### src/design/fbfl_pkg.sv
package fbfl_pkg;

  // Fixed field widths of the command and result words.
  localparam int SLOT_W  = 10;
  localparam int CFG_W   = 11;
  localparam int COUNT_W = 11;

  // Defaults and limits.
  localparam int DEF_POOL_SLOTS = 1024;
  localparam logic [CFG_W-1:0] SLOT_CAP_RESET    = 11'd0;
  localparam logic [CFG_W-1:0] CHUNK_ITEMS_RESET = 11'd16;
  localparam logic [COUNT_W-1:0] COUNT_MAX = 11'd2047;

  // Configuration register indexes.
  localparam logic CFG_SLOT_CAP    = 1'b0;
  localparam logic CFG_CHUNK_ITEMS = 1'b1;

  typedef enum logic {
    OP_ALLOC   = 1'b0,
    OP_RELEASE = 1'b1
  } op_t;

  typedef enum logic [1:0] {
    ST_OK        = 2'd0,
    ST_LIMIT     = 2'd1,
    ST_EXHAUSTED = 2'd2,
    ST_NULL      = 2'd3
  } status_t;

  typedef enum logic [1:0] {
    S_IDLE,
    S_READ,
    S_CARVE
  } state_t;

  typedef struct packed {
    op_t               op;
    logic [SLOT_W-1:0] slot;
    logic              slot_valid;
  } in_word_t;

  typedef struct packed {
    logic [SLOT_W-1:0]  granted_slot;
    status_t            status;
    logic [COUNT_W-1:0] in_use_count;
  } out_word_t;

endpackage

### src/design/fbfl_ctrl.sv
module fbfl_ctrl #(
  parameter int POOL_SLOTS = fbfl_pkg::DEF_POOL_SLOTS,
  parameter int IDX_W      = $clog2(POOL_SLOTS)
) (
  input  logic                          clk,
  input  logic                          rst_n,
  input  logic                          start,
  output logic                          busy,
  input  fbfl_pkg::in_word_t            in_word,
  input  logic [IDX_W-1:0]              slot_idx,
  output logic                          out_valid,
  output fbfl_pkg::out_word_t           out_word,
  input  logic [fbfl_pkg::CFG_W-1:0]    slot_cap,
  input  logic [fbfl_pkg::CFG_W-1:0]    chunk_items,
  output logic                          mem_wr_en,
  output logic [IDX_W-1:0]              mem_wr_addr,
  output logic [IDX_W-1:0]              mem_wr_data,
  output logic                          mem_rd_en,
  output logic [IDX_W-1:0]              mem_rd_addr,
  input  logic [IDX_W-1:0]              mem_rd_data
);

  import fbfl_pkg::*;

  localparam int CNT_W  = $clog2(POOL_SLOTS + 1);
  localparam int EXT_W  = (CNT_W > CFG_W) ? CNT_W : CFG_W;
  localparam int WIDE_W = (IDX_W > SLOT_W) ? IDX_W : SLOT_W;

  state_t             state_r, state_nxt;
  logic [IDX_W-1:0]   head_r, head_nxt;
  logic               empty_r, empty_nxt;
  logic [CNT_W-1:0]   carved_r, carved_nxt;
  logic [COUNT_W-1:0] in_use_r, in_use_nxt;
  logic [IDX_W-1:0]   fill_r, fill_nxt;
  logic [IDX_W-1:0]   base_r, base_nxt;
  logic [IDX_W-1:0]   top_r, top_nxt;
  logic               out_valid_r, out_valid_nxt;
  out_word_t          out_word_r, out_word_nxt;

  logic               accept;
  logic               limit_hit;
  logic               pool_full;
  logic [COUNT_W-1:0] in_use_inc;
  logic [COUNT_W-1:0] in_use_dec;
  logic [EXT_W-1:0]   chunk_eff;
  logic [EXT_W-1:0]   remaining;
  logic [EXT_W-1:0]   carve_n;
  logic [EXT_W-1:0]   carve_top;
  logic [EXT_W-1:0]   carved_sum;

  // Maps an internal slot index onto the 10-bit result field.
  function automatic logic [SLOT_W-1:0] to_out_slot(input logic [IDX_W-1:0] s);
    logic [WIDE_W-1:0] w;
    w = WIDE_W'(s);
    return w[SLOT_W-1:0];
  endfunction

  assign busy      = (state_r != S_IDLE);
  assign accept    = start && !busy;
  assign out_valid = out_valid_r;
  assign out_word  = out_word_r;

  // Conditions shared by the control and datapath blocks.
  assign limit_hit  = (slot_cap != '0) && (in_use_r >= slot_cap);
  assign pool_full  = (carved_r >= CNT_W'(POOL_SLOTS));
  assign in_use_inc = (in_use_r != COUNT_MAX) ? in_use_r + 1'b1 : in_use_r;
  assign in_use_dec = (in_use_r != '0) ? in_use_r - 1'b1 : in_use_r;

  // Size of the next chunk, clipped to the uncarved part of the pool.
  assign chunk_eff  = (chunk_items == '0) ? EXT_W'(1) : EXT_W'(chunk_items);
  assign remaining  = EXT_W'(POOL_SLOTS) - EXT_W'(carved_r);
  assign carve_n    = (chunk_eff > remaining) ? remaining : chunk_eff;
  assign carve_top  = EXT_W'(carved_r) + carve_n - EXT_W'(1);
  assign carved_sum = EXT_W'(carved_r) + carve_n;

  // Next state.
  always_comb begin
    state_nxt = state_r;
    unique case (state_r)
      S_IDLE: begin
        if (accept && (in_word.op == OP_ALLOC) && !limit_hit) begin
          if (!empty_r) begin
            state_nxt = S_READ;
          end else if (!pool_full) begin
            state_nxt = S_CARVE;
          end
        end
      end
      S_READ: begin
        state_nxt = S_IDLE;
      end
      S_CARVE: begin
        if (fill_r == top_r) begin
          state_nxt = S_IDLE;
        end
      end
      default: begin
        state_nxt = S_IDLE;
      end
    endcase
  end

  // Datapath, memory requests and result word.
  always_comb begin
    head_nxt      = head_r;
    empty_nxt     = empty_r;
    carved_nxt    = carved_r;
    in_use_nxt    = in_use_r;
    fill_nxt      = fill_r;
    base_nxt      = base_r;
    top_nxt       = top_r;
    out_valid_nxt = 1'b0;
    out_word_nxt  = out_word_r;
    mem_wr_en     = 1'b0;
    mem_wr_addr   = fill_r;
    mem_wr_data   = fill_r;
    mem_rd_en     = 1'b0;
    mem_rd_addr   = head_r;

    unique case (state_r)
      S_IDLE: begin
        if (accept) begin
          if (in_word.op == OP_ALLOC) begin
            if (limit_hit) begin
              out_valid_nxt = 1'b1;
              out_word_nxt  = '{granted_slot: '0, status: ST_LIMIT, in_use_count: in_use_r};
            end else if (!empty_r) begin
              // Fetch the head's link; the pop completes next cycle.
              mem_rd_en = 1'b1;
            end else if (pool_full) begin
              out_valid_nxt = 1'b1;
              out_word_nxt  = '{granted_slot: '0, status: ST_EXHAUSTED,
                                in_use_count: in_use_r};
            end else begin
              // Open a new chunk; its links are written one per cycle.
              base_nxt   = IDX_W'(carved_r);
              fill_nxt   = IDX_W'(carved_r);
              top_nxt    = IDX_W'(carve_top);
              carved_nxt = CNT_W'(carved_sum);
            end
          end else if (!in_word.slot_valid) begin
            out_valid_nxt = 1'b1;
            out_word_nxt  = '{granted_slot: '0, status: ST_NULL, in_use_count: in_use_r};
          end else begin
            // Push the released slot in front of the current head.
            mem_wr_en     = 1'b1;
            mem_wr_addr   = slot_idx;
            mem_wr_data   = empty_r ? slot_idx : head_r;
            head_nxt      = slot_idx;
            empty_nxt     = 1'b0;
            in_use_nxt    = in_use_dec;
            out_valid_nxt = 1'b1;
            out_word_nxt  = '{granted_slot: '0, status: ST_OK, in_use_count: in_use_dec};
          end
        end
      end
      S_READ: begin
        // A link that points to itself marks the last slot on the list.
        if (mem_rd_data == head_r) begin
          empty_nxt = 1'b1;
        end else begin
          head_nxt = mem_rd_data;
        end
        in_use_nxt    = in_use_inc;
        out_valid_nxt = 1'b1;
        out_word_nxt  = '{granted_slot: to_out_slot(head_r), status: ST_OK,
                          in_use_count: in_use_inc};
      end
      S_CARVE: begin
        mem_wr_en   = 1'b1;
        mem_wr_addr = fill_r;
        mem_wr_data = (fill_r == base_r) ? base_r : fill_r - 1'b1;
        fill_nxt    = fill_r + 1'b1;
        if (fill_r == top_r) begin
          // The top slot of the chunk is handed out right away.
          if (top_r == base_r) begin
            head_nxt  = top_r;
            empty_nxt = 1'b1;
          end else begin
            head_nxt  = top_r - 1'b1;
            empty_nxt = 1'b0;
          end
          in_use_nxt    = in_use_inc;
          out_valid_nxt = 1'b1;
          out_word_nxt  = '{granted_slot: to_out_slot(top_r), status: ST_OK,
                            in_use_count: in_use_inc};
        end
      end
      default: begin
        out_valid_nxt = 1'b0;
      end
    endcase
  end

  // Control state.
  always_ff @(posedge clk) begin
    if (!rst_n) begin
      state_r     <= S_IDLE;
      head_r      <= '0;
      empty_r     <= 1'b1;
      carved_r    <= '0;
      in_use_r    <= '0;
      out_valid_r <= 1'b0;
    end else begin
      state_r     <= state_nxt;
      head_r      <= head_nxt;
      empty_r     <= empty_nxt;
      carved_r    <= carved_nxt;
      in_use_r    <= in_use_nxt;
      out_valid_r <= out_valid_nxt;
    end
  end

  // Payload registers.
  always_ff @(posedge clk) begin
    fill_r     <= fill_nxt;
    base_r     <= base_nxt;
    top_r      <= top_nxt;
    out_word_r <= out_word_nxt;
  end

  // A link read always produces a result in the following cycle.
  a_read_gives_result: assert property (@(posedge clk) disable iff (!rst_n)
    state_r == S_READ |=> out_valid_r)
    else $error("link read finished without a result");

  // The carve sweep never runs past the top of its chunk.
  a_fill_in_chunk: assert property (@(posedge clk) disable iff (!rst_n)
    state_r == S_CARVE |-> (fill_r >= base_r) && (fill_r <= top_r))
    else $error("carve sweep outside its chunk");

  // The carved count never exceeds the pool.
  a_carved_bound: assert property (@(posedge clk) disable iff (!rst_n)
    carved_r <= CNT_W'(POOL_SLOTS))
    else $error("carved count beyond pool size");

  // Only a successful allocate names a slot.
  a_slot_zero_on_fail: assert property (@(posedge clk) disable iff (!rst_n)
    out_valid_r && (out_word_r.status != ST_OK) |-> out_word_r.granted_slot == '0)
    else $error("failed item reported a slot");

  // Memory write and read never share a cycle.
  a_port_exclusive: assert property (@(posedge clk) disable iff (!rst_n)
    !(mem_wr_en && mem_rd_en))
    else $error("link memory read and write in one cycle");

endmodule

### config.mk
export PLATFORM = sky130hd
export DESIGN_NAME = fbfl_ctrl
export DESIGN_NICKNAME = d
export VERILOG_FILES = /design/src/design/fbfl_pkg.sv /design/src/design/fbfl_ctrl.sv
export SDC_FILE = /design/constraint.sdc
export NUM_CORES = 1
export LEC_CHECK = 0
export ABC_AREA = 0
export BUFFER_PORTS_ARGS = -buffer_cell sky130_fd_sc_hd__clkbuf_2
export CORE_AREA = 2 2 144 146
export DETAILED_ROUTE_END_ITERATION = 7
export DIE_AREA = 0 0 146 148
export PLACE_DENSITY_LB_ADDON = 0.2
export SETUP_SLACK_MARGIN = 0.05
export SYNTH_ARGS = -nofsm -noshare
export SYNTH_HDL_FRONTEND = slang
export SYNTH_SLANG_ARGS = --single-unit
### constraint.sdc
create_clock -name clk -period 9.8 [get_ports clk]
set_clock_uncertainty 0.05 [all_clocks]
set_input_delay 0.49 -clock clk [delete_from_list [all_inputs] [get_ports clk]]
set_output_delay 0.49 -clock clk [all_outputs]
set_load 0.01 [all_outputs]
## After elaboration in Yosys (flattened, before gate mapping)

Cells that the tools add are included.

| word-level totals | value |
|---|---|
| word-level logic and storage cells | 135 |
| input port bits | 57 |
| output and inout port bits | 57 |
| register bits after elaboration | 89 |

| operators by class | value |
|---|---|
| $add $sub $neg | 8 |
| bitwise operators | 3 |
| equality and inequality tests | 21 |
| magnitude comparators | 3 |
| multiplexer cells | 68 |
| reductions and logical operators | 20 |

Operators with widths:

| kind | number |
|---|---|
| two-way mux 10 bit | 20 |
| two-way mux 23 bit | 6 |
| two-way mux 11 bit | 8 |
| one-hot mux 23 bit (3 select lines) | 1 |
| equality test 10 bit | 4 |
| one-hot mux 10 bit (2 select lines) | 2 |
| one-hot mux 11 bit (3 select lines) | 1 |
| one-hot mux 10 bit (3 select lines) | 1 |
| subtractor 10 x 1 -> 10 bit, second input constant | 3 |
| AND reduction 6 bit | 4 |
| != test 2 bit, second input constant | 11 |
| nonzero test 11 bit | 2 |
| two-way mux 1 bit | 20 |
| two-way mux 13 bit | 1 |
| adder 11 x 1 -> 11 bit, second input constant | 1 |
| adder 11 bit | 1 |
| greater-or-equal comparator 11 bit | 1 |
| greater-or-equal comparator 11 bit, second input constant | 1 |
| > comparator 11 bit | 1 |
| logical NOT 11 bit | 1 |
| != test 11 bit, second input constant | 1 |
| subtractor 11 x 1 -> 11 bit, second input constant | 1 |
| subtractor 11 bit, first input constant | 1 |
| adder 10 x 1 -> 10 bit, second input constant | 1 |
| 16 further kinds | 29 |

## Depth between registers and ports, before layout

Gate-level depths: netlist of run 1.

| depth | value |
|---|---|
| word-level depth | 7 |
| depth in mapped cells | 22 |
| depth with buffers taken out | 21 |

## Worst setup path after synthesis of run 1

Ideal clock, no wire load.

| timing | value |
|---|---|
| kind | reg2reg |
| from | reg carved_r[1] |
| to | reg top_r[8] (data pin) |
| arrival time | 5.447 ns |
| data required time | 9.486 ns |
| stages on the path, launching flop included | 23 |
| setup slack | 4.040 ns |
| clock period less this slack | 5.760 ns |
| library setup time | 0.264 ns |
| buffers on the path | 1 |
| cell sequence | dfxtp_1 inv_1 ha_1 or4b_1 o41ai_1 o21ai_0 ha_1 a211oi_1 nor2_1 a2111oi_0 a41oi_1 buf_1 mux2i_1 ha_1 inv_1 fa_1 nor2b_1 o21a_1 nor2_1 xnor2_1 or4_1 or3_1 xnor2_1 |

| on the way | value |
|---|---|
| cells in the longest elaborated chain, start to end | 5 |

Ends and longest elaborated chain:

| element | RTL line | text |
|---|---|---|
| start: declaration | fbfl_ctrl.sv:32 | `logic [CNT_W-1:0] carved_r, carved_nxt;` |
| start signal: assignment | fbfl_ctrl.sv:208 | `carved_r <= carved_nxt;` |
| subtractor 11 bit | fbfl_ctrl.sv:71 | `assign remaining = EXT_W'(POOL_SLOTS) - EXT_W'(carved_r);` |
| > comparator 11 bit | fbfl_ctrl.sv:72 | `assign carve_n = (chunk_eff > remaining) ? remaining : chunk_eff;` |
| two-way mux 11 bit | fbfl_ctrl.sv:72 |  |
| adder 11 bit * | - |  |
| subtractor 10 x 1 -> 10 bit * | fbfl_ctrl.sv:73 | `assign carve_top = EXT_W'(carved_r) + carve_n - EXT_W'(1);` |
| via carve_top[8] | fbfl_ctrl.sv:48 | `logic [EXT_W-1:0] carve_top;` |
| end signal: assignment | fbfl_ctrl.sv:218 | `top_r <= top_nxt;` |
| end: declaration | fbfl_ctrl.sv:36 | `logic [IDX_W-1:0] top_r, top_nxt;` |

The timed path passes the listed nets; every way through them passes the cells marked *.
A chain may end at the register's enable or synchronous reset.

## Worst setup path in the final report of run 1

Same ends and word-level chain as after synthesis.

==> results of run 1 <==
==> logic make-up (layout without fill, tap and decap cells) <==
logic type                 count (synthesis)  after routing  synth area share
AOI/OAI and AO/OA                        224            224             0.197
xor gates and xnor gates                  95             95             0.114
adders and majority gates                 44             44            0.0762
buffers and inverters                    122            173            0.0682
DFF                                       89             89             0.316
muxes                                     23             23            0.0316
and+or+nand+nor                          308            308             0.198
==> metal layers <==
metal	GRT usage	wire length, um	up-vias
li1	-	-	3341
met1	0.276	10300	3114
met2	0.318	9640	220
met3	0.0235	1020	28
met4	0.0772	467	0
met5	0	0	-
==> worst min-delay path: stages <==
cell and delay, ns:
clkbuf_2 0.10, nand2_1 0.06, a31oi_1 0.07
==> Yosys cell counts (10+ instances only) <==
cell type / instances / share of area
a21o_1: 10 / 0.010
dfxtp_1: 36 / 0.098
nand3_1: 28 / 0.019
xnor2_1: 58 / 0.069
clkbuf_1: 61 / 0.031
a22oi_1: 18 / 0.018
edfxtp_1: 53 / 0.22
nand2_1: 98 / 0.050
nor4_1: 13 / 0.011
ha_1: 43 / 0.073
a21oi_1: 58 / 0.040
mux2i_1: 22 / 0.030
nor2_1: 82 / 0.042
nor3_1: 26 / 0.018
nand4_1: 17 / 0.015
o21ai_0: 59 / 0.040
inv_1: 48 / 0.025
xor2_1: 37 / 0.044
==> flip-flops by register name, summed over array words and instances, names as in the netlist <==
signal,cells
in_use_r,11
empty_r,1
carved_r,11
state_r,2
top_r,10
out_valid,1
out_word,23
base_r,10
mem_rd_addr,10
fill_r,10
==> worst max-delay path by stage <==
stage / end / cells past startpoint
6_report: top_r[8]$_DFFE_PP_ / 22
3_3_place_gp: top_r[8]$_DFFE_PP_ / 22
5_1_grt: top_r[8]$_DFFE_PP_ / 22
4_1_cts: top_r[8]$_DFFE_PP_ / 22
3_5_place_dp: top_r[8]$_DFFE_PP_ / 22
2_1_floorplan: top_r[8]$_DFFE_PP_ / 22
==> through the flow <==
step	hold WS (ns)	area, um2	setup slack (ns)	util
after detailed placement	0.478	7910	3.40	0.394
final	0.372	8200	3.39	0.409
after global routing	0.372	8200	2.96	0.409
after global placement	0.467	7910	3.49	0.394
after floorplan	0.433	7320	4.04	-
after CTS	0.352	8200	3.39	0.409
==> cell type report <==
| type | instances | area share |
|---|---|---|
| multi-input cells | 694 | 0.551 |
| well taps | 270 | 0.0412 |
| inverters | 49 | 0.0226 |
| flip-flops and latches | 89 | 0.282 |
| clock buffers | 9 | 0.0275 |
| repair buffers | 108 | 0.0675 |
| clock inverters | 7 | 0.00839 |
==> results.md, run 1 <==
* Worst Path Buf+Inv at 3
* Port Buf Inserts at 103
* Die ar. at 21600 um2
* Global-route wire length before repair at 34.3 mm
* Hold Fails Final Rpt at 0
* Average wire per standard cell at 17.5 um
* Nets at 1052
* Ant. Diodes at 0
* CP max stage cell: a2111oi_0
* Vias at 6703
* CP peak stage delay at 0.77 ns
* R2R setup slack at 3.39 ns
* Worst-path clk slew at 0.07 ns
* Hold depth at 3
* Die height at 148 um
* CTS Buf Count at 9
* CP max FO at 10
* Most frequent cells in the layout: 103 x clkbuf_2, 98 x nand2_1, 82 x nor2_1
* Final setup viols at 0
* Cell family with most CP delay: simple AND/OR/NAND/NOR gates
* P&R area growth vs syn at 12.0%
* Post-DP HPWL at 15.9 mm
* DR DRC count at 0
* Die X at 146 um
* Fmax at 156 MHz
* Max Slew Vio Count at 0
* Kind of critical path: flip-flop to flip-flop
* Post-CTS Setup Bufs at 0
* Async SR Flop Fraction at 0
* Final worst-path cycle share at 0.654
* Core ar. at 20000 um2
* Multi-input logic area at 4520 um2
* Setup TNS at 0 ns
* CP Data Arrival Time at 6.46 ns
* CTS tree: yes
* Class of the worst hold path: primary input to flip-flop
* FF+latch area at 2310 um2
* Final-layout fill cell count at 2112
* Worst r2r src: carved_r[1]$_SDFFE_PN0P_
* Synth unique cells at 71
* YS warnings at 0
* # IOs at 114
* Cells after DPL at 1210
* Initial core utilization at 0.365
* Worst slew margin at 0.287
* Total global-route track usage at 0.199
* Most frequent CP cell: ha_1
* Non-Filler Instances at 1226
* Clk sinks at 89
* Synthesized instance count at 905
* Reg2reg end: top_r[8]$_DFFE_PP_
* Status: finished, final reports clean
* Sequential area share after synthesis at 0.316
* Total gr overflow at 0
* GPL Wtd Cong at 0.883
* Post-CTS Resized at 0
* Syn avg cell area at 8.09 um2
* RSZ-0062 raised after global routing: no
* Largest net degree at the start of global routing at 51
* Leading cell type in the layout, fill and taps excluded: clkbuf_2
* Worst-path cell chain: inv_1 > ha_1 > or4b_1 > o41ai_1 > o21ai_0 > ha_1 > a211oi_1 > nor2_1 > a2111oi_0 > a41oi_1 > buf_4 > mux2i_1 > ha_1 > inv_1 > fa_1 > nor2b_1 > o21a_1 > nor2_1 > xnor2_1 > or4_1 > or3_1 > xnor2_1
* Worst-Skew Late Latency at 0.36 ns
* Crit path required time at 9.85 ns
* Htree depth at 3
* Crit path from: carved_r[1]$_SDFFE_PN0P_
* Min Clock Period, post-route at 6.41 ns
* Hold EP: mem_rd_addr[6]$_SDFFE_PN0P_
* Most used DFF post-synth: edfxtp_1
* Syn Std Cell Area at 7320 um2
* Worst hold start: mem_rd_data[6]
* DRT iter0 DRCs at 568
* Max cap viols at 0
* Slew @ Worst Pin at 1.07 ns
* Vias per cell at 5.47
* Hold-fix buffers, CTS at 0
* Number of synthesized flops with an enable pin at 53
* Proportion of layout cells with a drive suffix above 1 at 0.141
* Initial antenna violation count at 0
* Clk root buf: clkbuf_16
* Vias in the first global route at 6366
* Final wirelength at 21.4 mm
* Critical Path Source Type: flip-flop
* Mapped Nets at 1006
* Pre-antenna DRT Iters at 6
* Crit. End Element: flip-flop
* Row Count at 52
* CTS Buffer Depth at 2
* Yosys reg bits at 89
* Routed Antenna Nets at 0
* R2R depth at 22
Power of run 1 is left out: the tool's default activity adds up to more than one toggle a clock period on the data nets, which glitch-free logic cannot reach.
==> run 2: changes to the inputs <==
==> constraint.sdc (replaced) <==
create_clock -name clk -period 5.89 [get_ports clk]
set_clock_uncertainty 0.05 [all_clocks]
set_input_delay 0.2945 -clock clk [delete_from_list [all_inputs] [get_ports clk]]
set_output_delay 0.2945 -clock clk [all_outputs]
set_load 0.01 [all_outputs]
==> run 2 against run 1 <==
Routed wire length grew 2.5%. Critical path depth fell by 1. Cell count is 1.5% higher. Worst hold slack worse by 0.18 ns. Die area did not move. Fmax grew 18%. Clock-buffer cell count up 1. Largest cell class unchanged.
==> results.md, run 2 (same netlist as run 1, synthesis figures left out) <==
* Status: finished, final reports clean
* Fmax at 184 MHz
* GPL Wtd Cong at 0.880
* Design area at 8370 um2
* Most frequent cells in the layout: 103 x clkbuf_2, 98 x nand2_1, 82 x nor2_1, 59 x o21ai_0
* Max cap viols at 0
* Largest net degree at the start of global routing at 52
* Die X at 146 um
* Cell Area, Placed at 8040 um2
* Ant. Diodes at 0
* Vias in the first global route at 6414
* Vias per cell at 5.43
* Crit. End Element: flip-flop
* Row Count at 52
* Min Clock Period, post-route at 5.44 ns
* Hold-fix buffers, CTS at 0
* DR DRC count at 0
* Crit path required time at 5.94 ns
* CTS Buf Count at 9
* CP Data Arrival Time at 5.48 ns
* Core ar. at 20000 um2
* Clk sinks at 89
* Pre-antenna DRT Iters at 6
* Total gr overflow at 0
* CTS Buffer Depth at 2
* Clk root buf: clkbuf_16
* Nets at 1070
* # IOs at 114
* Post-DP HPWL at 16.3 mm
* P&R area growth vs syn at 14.3%
* Kind of critical path: flip-flop to flip-flop
* Vias at 6761
* Average wire per standard cell at 17.6 um
* Initial core utilization at 0.365
* Max reg flops at 23
* Class of the worst hold path: primary input to flip-flop
* DRT iter0 DRCs at 483
* Hold Fails Final Rpt at 0
* Die height at 148 um
* Initial antenna violation count at 0
* Leading cell type in the layout, fill and taps excluded: clkbuf_2
* Max Slew Vio Count at 0
* Die ar. at 21600 um2
* Critical Path Source Type: flip-flop
* RSZ-0062 raised after global routing: no
* Routed Antenna Nets at 0
* Worst-path clk slew at 0.07 ns
* Final worst-path cycle share at 0.923
* Htree depth at 3
* Worst-Skew Late Latency at 0.35 ns
* CTS tree: yes
* Worst slew margin at 0.281
* Setup TNS at 0 ns
* Slew @ Worst Pin at 1.08 ns
* Proportion of layout cells with a drive suffix above 1 at 0.160
* Post-CTS Setup Bufs at 0
* Port Buf Inserts at 103
* Total global-route track usage at 0.202
* Global-route wire length before repair at 35.0 mm
* Final wirelength at 22.0 mm
* Final setup viols at 0
* CP max FO at 5
==> run 2: changes by cell type in the layout (fill, tap and decap cells not counted), moves of 2 or more <==
cell,change
clkinv_4,-2
inv_8,-3
clkinv_2,+2
buf_4,+18
==> run 2: cell type report <==
class	count	area, um2
fillers	2135	11700
repair buffers	126	688
clock inverters	6	66.3
inverters	49	185
well taps	270	338
multi-input cells	694	4550
clock buffers	10	229
flip-flops and latches	89	2310
==> run 2: metrics by stage <==
| stage | worst slack [ns] | hold slack, ns | util | instances |
|---|---|---|---|---|
| finish | 0.452 | 0.194 | 0.418 | 1244 |
| global route | 0.0573 | 0.198 | 0.418 | 1244 |
| CTS | 0.152 | 0.179 | 0.416 | 1244 |
| detailed placement | 0.0287 | 0.468 | 0.401 | 1228 |
| global placement | 0.140 | 0.464 | 0.401 | 1228 |
| floorplan | 0.130 | 0.409 | - | 905 |
==> run 2: path summary, 6_finish.rpt <==
path                            startpoint                          end  slack, ns  depth (start not counted)
setup / recovery  carved_r[1]$_SDFFE_PN0P_           top_r[8]$_DFFE_PP_       0.45                         21
hold / removal              mem_rd_data[6]  mem_rd_addr[6]$_SDFFE_PN0P_       0.19                          3
setup reg to reg  carved_r[1]$_SDFFE_PN0P_           top_r[8]$_DFFE_PP_       0.45                         21
hold reg to reg    state_r[0]$_SDFFE_PN0P_      state_r[0]$_SDFFE_PN0P_       0.48                          2
==> run 2: worst max-delay path, cell delays in order (launching register included) <==
cell and delay (ns):
dfxtp_1 0.31, inv_1 0.12, ha_1 0.18, or4b_4 0.51, o41ai_1 0.23, o21ai_0 0.18, ha_1 0.33, nand4_1 0.16
a211oi_2 0.27, a2111oi_4 0.10, a41oi_2 0.26, mux2i_1 0.26, ha_1 0.22, inv_1 0.06, fa_1 0.40, nor2b_1 0.18
o2111a_1 0.21, nor3_1 0.06, xnor2_1 0.13, or4_1 0.46, or3_1 0.38, xnor2_1 0.13
==> run 2: metal layers <==
layer / up-vias / part of all wire / GRT usage
met5: - / 0 / 0
met4: 0 / 0.018 / 0.0510
met3: 25 / 0.050 / 0.0250
met2: 201 / 0.45 / 0.330
met1: 3162 / 0.48 / 0.285
li1: 3373 / - / -
==> run 2: timing repair <==
action | in CTS | in global routing
resized for setup | 1 | 5
setup endpoints to repair | 1 | 7
pin swaps | 0 | 2
Power of run 2 is left out for the same reason.
